`src/rtl/segx_pkg.sv`:
```
// Shared types and constants for the segment crossing pipeline.
// No dependencies; every module refers to it by scoped names.
`default_nettype none

package segx_pkg;

    // Default coordinate width of the endpoints and of the crossing point.
    localparam int COORD_WIDTH_DEF = 16;

    // Per-item control and status that travels down the pipeline.
    typedef struct packed {
        logic valid;
        logic hit;
        logic neg_x;
        logic neg_y;
        logic rem_nz_x;
        logic rem_nz_y;
    } ctl_t;

endpackage

`default_nettype wire

```
`src/rtl/segx_out.sv`:
```
// Final rounding of the crossing point and the output register with its skid stage.
// Depends on segx_pkg for the control struct.
`default_nettype none

module segx_out #(
    parameter int COORD_WIDTH = segx_pkg::COORD_WIDTH_DEF
) (
    input  wire logic                          clk,
    input  wire logic                          rst_n,
    input  wire segx_pkg::ctl_t                d_ctl,
    input  wire logic        [COORD_WIDTH-1:0] d_qx,
    input  wire logic        [COORD_WIDTH-1:0] d_qy,
    input  wire logic signed [COORD_WIDTH-1:0] d_cx,
    input  wire logic signed [COORD_WIDTH-1:0] d_cy,
    input  wire logic                          result_stall,
    output logic                               advance,
    output logic                               result_valid,
    output logic                               hit,
    output logic signed [COORD_WIDTH-1:0]      px,
    output logic signed [COORD_WIDTH-1:0]      py
);

    localparam int W = COORD_WIDTH;

    // C + t/den truncated toward zero, from the unsigned quotient of |t|/den.
    // The floor quotient is -q-1 when t is negative with a remainder; a negative
    // sum with a remainder then moves up by one.
    function automatic logic signed [W-1:0] round_point(
        input logic signed [W-1:0] c,
        input logic        [W-1:0] q,
        input logic                neg,
        input logic                rnz
    );
        logic signed [W+1:0] qf;
        logic signed [W+1:0] s;
        if (neg)
        begin
            qf = rnz ? $signed(~{2'b00, q}) : -$signed({2'b00, q});
        end
        else
        begin
            qf = $signed({2'b00, q});
        end
        s = $signed({{2{c[W-1]}}, c}) + qf;
        if (s[W+1] && rnz)
        begin
            s = s + (W+2)'(1);
        end
        return s[W-1:0];
    endfunction

    logic                out_valid_reg, out_valid_next;
    logic                skid_valid_reg, skid_valid_next;
    logic                out_load, skid_load, from_skid;
    logic                fix_hit;
    logic signed [W-1:0] fix_px, fix_py;
    logic                out_hit_reg, skid_hit_reg;
    logic signed [W-1:0] out_px_reg, out_py_reg, skid_px_reg, skid_py_reg;

    always_comb
    begin
        fix_hit = d_ctl.hit;
        fix_px  = d_ctl.hit ? round_point(d_cx, d_qx, d_ctl.neg_x, d_ctl.rem_nz_x) : '0;
        fix_py  = d_ctl.hit ? round_point(d_cy, d_qy, d_ctl.neg_y, d_ctl.rem_nz_y) : '0;

        advance         = !skid_valid_reg;
        out_load        = 1'b0;
        skid_load       = 1'b0;
        from_skid       = 1'b0;
        out_valid_next  = out_valid_reg;
        skid_valid_next = skid_valid_reg;
        if (!skid_valid_reg)
        begin
            if (!out_valid_reg || !result_stall)
            begin
                out_load       = 1'b1;
                out_valid_next = d_ctl.valid;
            end
            else if (d_ctl.valid)
            begin
                skid_load       = 1'b1;
                skid_valid_next = 1'b1;
            end
        end
        else if (!result_stall)
        begin
            from_skid       = 1'b1;
            skid_valid_next = 1'b0;
        end
    end

    always_ff @(posedge clk or negedge rst_n)
    begin
        if (!rst_n)
        begin
            out_valid_reg  <= 1'b0;
            skid_valid_reg <= 1'b0;
        end
        else
        begin
            out_valid_reg  <= out_valid_next;
            skid_valid_reg <= skid_valid_next;
        end
    end

    always_ff @(posedge clk)
    begin
        if (out_load)
        begin
            out_hit_reg <= fix_hit;
            out_px_reg  <= fix_px;
            out_py_reg  <= fix_py;
        end
        else if (from_skid)
        begin
            out_hit_reg <= skid_hit_reg;
            out_px_reg  <= skid_px_reg;
            out_py_reg  <= skid_py_reg;
        end
        if (skid_load)
        begin
            skid_hit_reg <= fix_hit;
            skid_px_reg  <= fix_px;
            skid_py_reg  <= fix_py;
        end
    end

    assign result_valid = out_valid_reg;
    assign hit          = out_hit_reg;
    assign px           = out_px_reg;
    assign py           = out_py_reg;

endmodule

`default_nettype wire

```
`config.mk`:
```
export PLATFORM = sky130hd
export DESIGN_NAME = segx_out
export DESIGN_NICKNAME = d
export VERILOG_FILES = /design/src/rtl/segx_pkg.sv /design/src/rtl/segx_out.sv
export SDC_FILE = /design/constraint.sdc
export NUM_CORES = 1
export LEC_CHECK = 0
export ABC_CLOCK_PERIOD_IN_PS = 3910
export BUFFER_PORTS_ARGS = -buffer_cell sky130_fd_sc_hd__buf_2
export CORE_MARGIN = 5
export CORE_UTILIZATION = 43
export DETAILED_ROUTE_END_ITERATION = 16
export MAX_ROUTING_LAYER = met4
export PLACE_DENSITY = 0.63
export RECOVER_POWER = 25
export REMOVE_ABC_BUFFERS = 1
export SYNTH_ARGS = -nofsm -noshare
export SYNTH_HDL_FRONTEND = slang
export SYNTH_SLANG_ARGS = --single-unit
```
`constraint.sdc`:
```
create_clock -name clk -period 3.91 [get_ports clk]
set_input_delay 0.782 -clock clk [delete_from_list [all_inputs] [get_ports clk]]
set_output_delay 0.782 -clock clk [all_outputs]
set_load 0.005 [all_outputs]
```
==> impl_metrics.tcl <==
set metrics [dict create \
    status "complete, but fails checks" \
    violations "capacitance limit, slew limit, setup timing" \
    hold_viol_final 0 \
    synth-compound-area-share_pct 17.6 \
    power_w 0.00343 \
    synth-simple-area-share_pct 19.2 \
    final_common_cell "buf_4" \
    cp_slowest_cell "or4_4" \
    grt_start_max_net_pins 34 \
    synth_seq_area_share_pct 35.7 \
    gp_congestion 0.851 \
    maxCapViolations 1 \
    core_area_um2 13100 \
    fin_nets 980 \
    clock-sinks 68 \
    wl_met3_um 540 \
    synth.avg_cell_area_um2 9.45 \
    setup_slack_ns -0.514 \
    setup_viol 64 \
    mostFrequentLayoutCells "156 x buf_4, 100 x buf_2, 66 x edfxtp_1" \
    synth-edff-count 66 \
    grt_pass1_wl_mm 26.0 \
    crit_path_end_kind "flop" \
    pin_count 108 \
    synth_top_family_by_area "simple AND/OR/NAND/NOR gates" \
    ir_drop_v 0.000209 \
    worst_slew_pin_slew_ns 1.94 \
    crit_chain "buf_8 > buf_6 > or4_4 > or4_4 > buf_6 > o31ai_4 > xnor2_1 > ha_1 > and2_1 > a221o_1 > o21a_1 > o21a_4 > o21ai_4 > nand4bb_1 > xor2_1 > o21ai_1" \
    p_leak_nw 3.73 \
    dpl.cell_count 1008 \
    start_util_pct 43.5 \
    slew_headroom_pct -29.1 \
    num_antenna_cells 0 \
    min_path_type "input pin to async pin" \
    port_buffers 107 \
    comb_power_share_pct 49.2 \
    yosysTopAreaCell "edfxtp_1" \
    reg2reg_from "skid_valid_reg" \
    period_share_pct 113 \
    cp-start-kind "input pin" \
    cts_root_buffer "clkbuf_16" \
    swShare_pct 34.5 \
    synth_flop_cell "edfxtp_1" \
    clock.fmax_ghz 0.226 \
    pwr-share-clk_pct 20.9 \
    cp.buffers_inverters 3 \
    min_period_ns 4.42 \
    worst_r2r_path_depth 3 \
    dieArea_um2 15600 \
    synthTopCellsByArea "edfxtp_1 35%, xnor2_1 10%, ha_1 8.8%" \
    rsz0062_at_grt "true" \
    power_density_nw_per_um2 398 \
    ant_nets 0 \
    cts_buffer_depth 2 \
    met2_length_mm 8.12 \
    yosysUniqueCellTypes 65 \
    seq_power_share_pct 29.9 \
    area_growth_pct 51.6 \
    p_int_w 0.00225 \
    ys_warn_count 0 \
    htree_levels 3 \
    dr_total_vias 5495 \
    pre_cts_ws_ns -1.03 \
    synth_area_um2 5690 \
    worstPathArrival_ns 4.48 \
    syn_inst 602 \
    chipHeight_um 125 \
    first_pass_iters 4 \
    viasPerCell 5.25 \
    critPathLaunch "d_qx[1]" \
    synth.area.mux_share_pct 1.10 \
    cts_tree "done" \
    p_sw_w 0.00118 \
    cpPeakStageDelay_ns 0.48 \
    grtUsageTotal_pct 20.2 \
    dpl.hpwl_mm 11.8 \
    crit_family "compound AO/OA/AOI/OAI gates" \
    synthArstFlopShare_pct 2.94 \
    synth_top_area_share_pct 34.8 \
    synth_xor_area_share_pct 13.7 \
    grt_pass1_vias 5593 \
    drive_gt1_share_pct 44.3 \
    maxSlewViolCount 34 \
    overflow 0 \
    wl_mm 15.7 \
    fp.dieW_um 125 \
    ys_ff_latch 68 \
    drt_iter0_drc 298 \
    path_clk_slew_ns 0.06 \
    synthAdderAreaFrac_pct 9.50 \
    avgRoutedWirePerCell_um 15.0 \
    drc 0 \
    final_cells 1046 \
    fin_skew_ns 0.0102 \
    rows 42 \
    crit_cells 16 \
    highest_layer "met4" \
    insertion_delay_ns 0.33 \
    cp_max_fo 7 \
    rrSetupSlack_ns 1.38 \
    path_class "input pin to flop" \
    cts-hold-fix-buffers 0 \
    wl_met1_mm 6.79 \
    worstPathRequired_ns 3.96 \
    antenna_found_initial 0 \
    cts_buffers 9 \
]
[synthesized netlist by cell type (all sizes together) (2+ instances only)]
master   number
edfxtp       66
xnor2        66
nand2        61
nor2         42
o21ai        41
ha           40
a21oi        26
xor2         23
clkbuf       20
o31ai        19
inv          18
a21o         14
nand3        14
and2         13
nand2b       11
nor3          9
nand4         8
or4           8
a211oi        7
and4          7
nor2b         7
a22o          6
and3          6
o41ai         6
or3           6
or2           5
a31oi         4
buf           4
mux2i         4
a221oi        3
nand3b        3
o211ai        3
o21a          3
o21bai        3
a221o         2
a31o          2
and4b         2
dfrtp         2
fa            2
mux2          2
nor4          2
o2111ai       2
[area by class of cell]
class | instances | area [um^2]
clock buffers | 10 | 229
clock inverters | 6 | 41.3
fillers | 1051 | 4460
inverters | 19 | 76.3
multi-input cells | 491 | 4160
flip-flops and latches | 68 | 2030
well taps | 176 | 220
repair buffers | 276 | 1860
[power by group through the flow]
stage | Sequential, W | Clock [W] | Combinational [W]
global route | 0.00104 | 0.000766 | 0.00185
floorplan | 0.00104 | 0 | 0.000742
global placement | 0.00104 | 0 | 0.00138
CTS | 0.00103 | 0.000732 | 0.00156
finish | 0.00103 | 0.000719 | 0.00169
detailed placement | 0.00104 | 0 | 0.00142
[worst paths after layout]
path | endpoint
worst max-delay path | px[4]
worst min-delay path | result_valid
worst max register to register | skid_px_reg[5]
worst min register to register | hit
max in group asynchronous | skid_valid_reg
min in group clk | hit
[repair_timing]
action                     4_1_cts  5_1_grt
gates resized for setup         94       52
setup endpoints to repair       64       64
pin swaps                       52       34
setup buffers                   14        9
[worst register-to-register path, stage by stage (launching register included)]
cell and delay [ns]:
dfrtp_1 0.43, inv_1 0.10, and4_1 0.18, clkbuf_1 1.38
[stage by stage]
stage	area (um^2)	utilization [%]	setup TNS, ns	hold slack [ns]
2_1_floorplan	5580	-	-40.57	0.486
3_3_place_gp	7450	56.9	-52.06	0.508
3_5_place_dp	7450	56.9	-57.93	0.516
4_1_cts	8280	63.3	-20.78	0.227
5_1_grt	8620	65.9	-32.28	0.232
6_report	8620	65.9	-24.48	0.236
[logic make-up (layout without fill, tap and decap cells)]
kind of cell,count (synthesis),after routing
xor+xnor,89,89
compound gates,146,146
buf+inv,43,311
flops,68,68
simple gates,208,208
mux,6,6
fa+ha+maj,42,42
[layer usage]
layer	up-vias	GRT usage, %
li1	2737	-
met1	2627	24.4
met2	113	35.6
met3	18	1.96
met4	0	6.25
met5	-	-
Note: power is estimated with default switching activity, not from simulation.
