--- src/rtl/segx_pkg.sv ---
// Shared types and constants for the segment crossing pipeline.
// No dependencies; every module refers to it by scoped names.
`default_nettype none

package segx_pkg;

    // Default coordinate width of the endpoints and of the crossing point.
    localparam int COORD_WIDTH_DEF = 16;

    // Per-item control and status that travels down the pipeline.
    typedef struct packed {
        logic valid;
        logic hit;
        logic neg_x;
        logic neg_y;
        logic rem_nz_x;
        logic rem_nz_y;
    } ctl_t;

endpackage

`default_nettype wire

--- src/rtl/segx_scale.sv ---
// Scaled offset magnitudes |mn * J| for x and y, built from split partial products.
// Two register stages; depends on segx_pkg for the control struct.
`default_nettype none

module segx_scale #(
    parameter int COORD_WIDTH = segx_pkg::COORD_WIDTH_DEF
) (
    input  wire logic                          clk,
    input  wire logic                          rst_n,
    input  wire logic                          advance,
    input  wire segx_pkg::ctl_t                f_ctl,
    input  wire logic        [2*COORD_WIDTH:0] f_den,
    input  wire logic        [2*COORD_WIDTH:0] f_mn,
    input  wire logic        [COORD_WIDTH-1:0] f_jx_mag,
    input  wire logic        [COORD_WIDTH-1:0] f_jy_mag,
    input  wire logic signed [COORD_WIDTH-1:0] f_cx,
    input  wire logic signed [COORD_WIDTH-1:0] f_cy,
    output segx_pkg::ctl_t                     ctl,
    output logic        [2*COORD_WIDTH:0]      den,
    output logic        [3*COORD_WIDTH:0]      tx_mag,
    output logic        [3*COORD_WIDTH:0]      ty_mag,
    output logic signed [COORD_WIDTH-1:0]      cx_dly,
    output logic signed [COORD_WIDTH-1:0]      cy_dly
);

    localparam int W   = COORD_WIDTH;
    localparam int MW  = 2 * W + 1;
    localparam int LPW = 2 * W;
    localparam int HPW = 2 * W + 1;
    localparam int TW  = 3 * W + 1;

    segx_pkg::ctl_t      ctl6_reg, ctl7_reg;
    logic [LPW-1:0]      ppxl_next, ppyl_next, ppxl_reg, ppyl_reg;
    logic [HPW-1:0]      ppxh_next, ppyh_next, ppxh_reg, ppyh_reg;
    logic [TW-1:0]       tx_next, ty_next, tx_reg, ty_reg;
    logic [MW-1:0]       den6_reg, den7_reg;
    logic signed [W-1:0] cx6_reg, cy6_reg, cx7_reg, cy7_reg;

    always_comb
    begin
        ppxl_next = LPW'(f_mn[W-1:0])  * LPW'(f_jx_mag);
        ppyl_next = LPW'(f_mn[W-1:0])  * LPW'(f_jy_mag);
        ppxh_next = HPW'(f_mn[MW-1:W]) * HPW'(f_jx_mag);
        ppyh_next = HPW'(f_mn[MW-1:W]) * HPW'(f_jy_mag);
        tx_next   = TW'(ppxl_reg) + (TW'(ppxh_reg) << W);
        ty_next   = TW'(ppyl_reg) + (TW'(ppyh_reg) << W);
    end

    always_ff @(posedge clk or negedge rst_n)
    begin
        if (!rst_n)
        begin
            ctl6_reg <= '0;
            ctl7_reg <= '0;
        end
        else if (advance)
        begin
            ctl6_reg <= f_ctl;
            ctl7_reg <= ctl6_reg;
        end
    end

    always_ff @(posedge clk)
    begin
        if (advance)
        begin
            ppxl_reg <= ppxl_next;
            ppyl_reg <= ppyl_next;
            ppxh_reg <= ppxh_next;
            ppyh_reg <= ppyh_next;
            tx_reg   <= tx_next;
            ty_reg   <= ty_next;
            den6_reg <= f_den;
            den7_reg <= den6_reg;
            cx6_reg  <= f_cx;
            cy6_reg  <= f_cy;
            cx7_reg  <= cx6_reg;
            cy7_reg  <= cy6_reg;
        end
    end

    assign ctl    = ctl7_reg;
    assign den    = den7_reg;
    assign tx_mag = tx_reg;
    assign ty_mag = ty_reg;
    assign cx_dly = cx7_reg;
    assign cy_dly = cy7_reg;

endmodule

`default_nettype wire

--- config.mk ---
export PLATFORM = sky130hd
export DESIGN_NAME = segx_scale
export DESIGN_NICKNAME = d
export VERILOG_FILES = /design/src/rtl/segx_pkg.sv /design/src/rtl/segx_scale.sv
export SDC_FILE = /design/constraint.sdc
export NUM_CORES = 2
export LEC_CHECK = 0
export ABC_CLOCK_PERIOD_IN_PS = 2780
export BUFFER_PORTS_ARGS = -buffer_cell sky130_fd_sc_hd__buf_2
export CORE_UTILIZATION = 45
export CTS_BUF_LIST = sky130_fd_sc_hd__clkbuf_4 sky130_fd_sc_hd__clkbuf_8
export CTS_CLUSTER_DIAMETER = 60
export DETAILED_ROUTE_END_ITERATION = 6
export PLACE_DENSITY = 0.66
export SYNTH_ARGS = -nofsm -noshare
export SYNTH_HDL_FRONTEND = slang
export SYNTH_SLANG_ARGS = --single-unit
--- constraint.sdc ---
create_clock -name clk -period 2.78 [get_ports clk]
set_input_delay 0.556 -clock clk [delete_from_list [all_inputs] [get_ports clk]]
set_output_delay 0.556 -clock clk [all_outputs]
set_load 0.02 [all_outputs]
==> impl_results.md <==
* Seq/Total Area, Yosys at 23.05%
* Setup WS post-layout at -2.770 ns
* Area growth from synthesis to layout at 32.58%
* Max-cap viol count at 0
* Cell mode on critical path: fa_1
* # rows at 119
* Die Height at 328.4 um
* Hold endpoint: ctl6_reg[3]$_DFFE_PN0P_
* Status: finished, violations left
* Via density at 5.018
* Achievable Freq at 180.2 MHz
* Cells after synthesis at 4697
* Vias in the first global route at 38.32k
* Most frequent cells in the layout: inv_1, fa_1, buf_4
* Crit path launch type: primary input
* Die width at 328.4 um
* Post-Route WL at 127600 um
* HP Class: primary input to register
* WHS Path Cells at 2
* Asr flop ratio synth at 3.243%
* Slew headroom at 67.76%
* Commonest non-fill, non-tap cell in the layout: inv_1
* Skew final at 0.03168 ns
* CP max-delay cell: fa_1
* Clock transition at path regs at 0.06 ns
* Critical path class: primary input to register
* CP max FO at 7
* DRT Pass-1 Iters at 7
* DP HPWL at 100900 um
* Synthesized cell area at 0.04794 mm2
* Setup TNS at -225.95 ns
* Share of cells above drive strength 1 at 31.85%
* Most used flip-flop cell after synthesis: edfxtp_1
* Post-synth EDFFs at 358
* Die ar. at 0.1078 mm2
* Port bufs at 307
* Post-DRT Antenna Nets at 0
* First-pass GRT wire length at 203000 um
* Grt ovf at 0
* Gpl congestion at 0.9110
* Final core occ at 60.29%
* Top Ports at 308
* Bufs on Longest Clock Path at 3
* Ys Warns at 0
* Vias at 36.02k
* Syn avg cell area at 10.21 um2
* WHS at 0.06080 ns
* Clock Latency Late Sink at 0.74 ns
* R2R setup slack at -0.16 ns
* Period minus WS final at 5.550 ns
* Cell count of the worst reg-to-reg path at 11
* Initial Utilization at 45.47%
* Reg-to-Reg Start: ppxl_reg[16]$_DFFE_PP_
* Largest net degree at the start of global routing at 56
* CORE AREA at 0.1054 mm2
* CTS tree: built
* Slew Viols, Final at 0
* Netlist cell types at 65
* Number of H-tree levels at 3
* Worst Path Required at 3.27 ns
* Slew @ Worst Pin at 0.4835 ns
* CTS Sinks at 370
* Ratio of final minimum period to clock period at 199.7%
* CP Cell Sequence: buf_12, buf_8, and2_4, fa_1, inv_1, fa_1, fa_1, inv_1, fa_1, fa_1, inv_2, fa_1, inv_2, ha_4, nand3_2, or4b_4, a311oi_4, a211o_4, buf_4, a31oi_4, xnor2_1
* RSZ-0062 raised after global routing: yes
* Crit end category: register
* Syn nets at 6092
* All-Layer GR Usage at 23.92%
* Nets at 7127
* Min-delay src: f_ctl[3]
* Hold Fails Final Rpt at 0
* CTS Root Cell: clkbuf_8
* DRC viols at 108
* TritonCTS buffer count at 69
* #FFs+latches synth at 370
* Crit path largest cell delay at 0.59 ns
* Wirelength per Cell at 17.79 um
* Initial DRC count at 2006
* # setup viols final at 121
* R2R Path End: tx_mag[44]$_DFFE_PP_
* CP Data Arrival Time at 6.04 ns
* Violated checks: DRC, setup timing
* Initial antenna violation count at 6
==> critical path, delay by kind of cell <==
kind,cells,cell delay [ns]
buffers and inverters,7,0.56
adders and majority gates,7,3.32
and+or+nand+nor,3,0.79
xor gates and xnor gates,1,0.14
AOI/OAI and AO/OA,3,0.67
==> cells in the mapped netlist (3+ instances only) <==
| cell | instances | share of area, % |
|---|---|---|
| a21oi_1 | 137 | 1.4 |
| or3_1 | 3 | 0.039 |
| o311ai_0 | 3 | 0.055 |
| nand4_1 | 12 | 0.16 |
| o211ai_1 | 9 | 0.14 |
| o41ai_1 | 5 | 0.091 |
| nand2b_1 | 16 | 0.21 |
| a31oi_1 | 18 | 0.23 |
| xor2_1 | 54 | 0.99 |
| fa_1 | 806 | 34 |
| edfxtp_1 | 358 | 22 |
| a21o_1 | 66 | 1.0 |
| nor2b_1 | 7 | 0.091 |
| mux2_2 | 12 | 0.28 |
| nor4_1 | 8 | 0.10 |
| clkbuf_1 | 213 | 1.7 |
| a221o_1 | 4 | 0.084 |
| nand3_1 | 39 | 0.41 |
| nor3_1 | 23 | 0.24 |
| nor2_1 | 72 | 0.56 |
| and3_1 | 16 | 0.21 |
| a211o_1 | 3 | 0.055 |
| a221oi_1 | 5 | 0.091 |
| a31o_2 | 3 | 0.055 |
| nand2_1 | 653 | 5.1 |
| xnor2_1 | 123 | 2.2 |
| o21a_1 | 9 | 0.14 |
| dfrtp_1 | 12 | 0.63 |
| nand3b_1 | 4 | 0.063 |
| a211oi_1 | 15 | 0.23 |
| o31a_1 | 3 | 0.055 |
| and2_1 | 500 | 6.5 |
| o31ai_1 | 4 | 0.063 |
| o21ai_0 | 70 | 0.73 |
| ha_1 | 450 | 12 |
| a2111oi_0 | 4 | 0.073 |
| o21bai_1 | 20 | 0.31 |
| inv_1 | 900 | 7.0 |
| and4_1 | 3 | 0.055 |
==> stage by stage <==
stage | std cells | instance area, um2 | worst slack (ns)
after floorplan | 4697 | 50370 | -3.236
after global placement | 6854 | 57480 | -3.613
after detailed placement | 6854 | 57480 | -3.611
after CTS | 7106 | 61600 | -2.668
after global routing | 7174 | 63550 | -2.885
final | 7177 | 63550 | -2.770
==> how the worst max path moves through the flow <==
stage,start,endpoint,slack [ns],cells past startpoint
CTS,f_jx_mag[6],ppxl_reg[28]$_DFFE_PP_,-2.67,20
detailed placement,f_mn[7],ppxl_reg[28]$_DFFE_PP_,-3.61,20
global placement,f_jx_mag[4],ppxl_reg[28]$_DFFE_PP_,-3.61,21
global route,f_jx_mag[4],ppxl_reg[28]$_DFFE_PP_,-2.89,21
floorplan,f_jx_mag[4],ppxl_reg[28]$_DFFE_PP_,-3.24,21
finish,f_jx_mag[6],ppxl_reg[30]$_DFFE_PP_,-2.77,21
==> area by class of cell <==
cell class                 count  area (um2)
fill                        8439       41860
inverter                     900        3383
multi-input combinational   3212       36010
tap                         1391        1740
timing repair buffer        1179       10020
sequential                   370       11050
antenna                        5       12.51
clock buffer                  85        1070
clock inverter                35       262.8
==> metal layers <==
metal / vias to the layer above / track usage (%) / wire [um]
met5: - / 0 / 11
met4: 2 / 9.060 / 4466
met3: 213 / 3.582 / 7490
met2: 1040 / 39.41 / 61710
met1: 18080 / 31.89 / 53970
li1: 16680 / - / -
==> repair_timing <==
action,4_1_cts,5_1_grt
resized for setup,372,359
buffers inserted,67,76
endpoints found under the hold margin,77,0
endpoints found under the setup margin,128,142
pin swaps,206,254
gates cloned,5,2
hold buffers,66,0
==> cells by family (layout without fill, tap and decap cells) <==
| family | after synthesis | count (layout) | share of synthesized area (%) |
|---|---|---|---|
| compound gates | 402 | 402 | 5.361 |
| mux | 13 | 13 | 0.3028 |
| other cells | 0 | 5 | 0 |
| flops | 370 | 370 | 23.05 |
| xor+xnor | 177 | 177 | 3.234 |
| buf+inv | 1115 | 2199 | 8.731 |
| simple gates | 1364 | 1364 | 13.91 |
| fa+ha+maj | 1256 | 1256 | 45.41 |
Power is left out: the tool's default activity adds up to more than one toggle a clock period on the data nets, which glitch-free logic cannot reach.
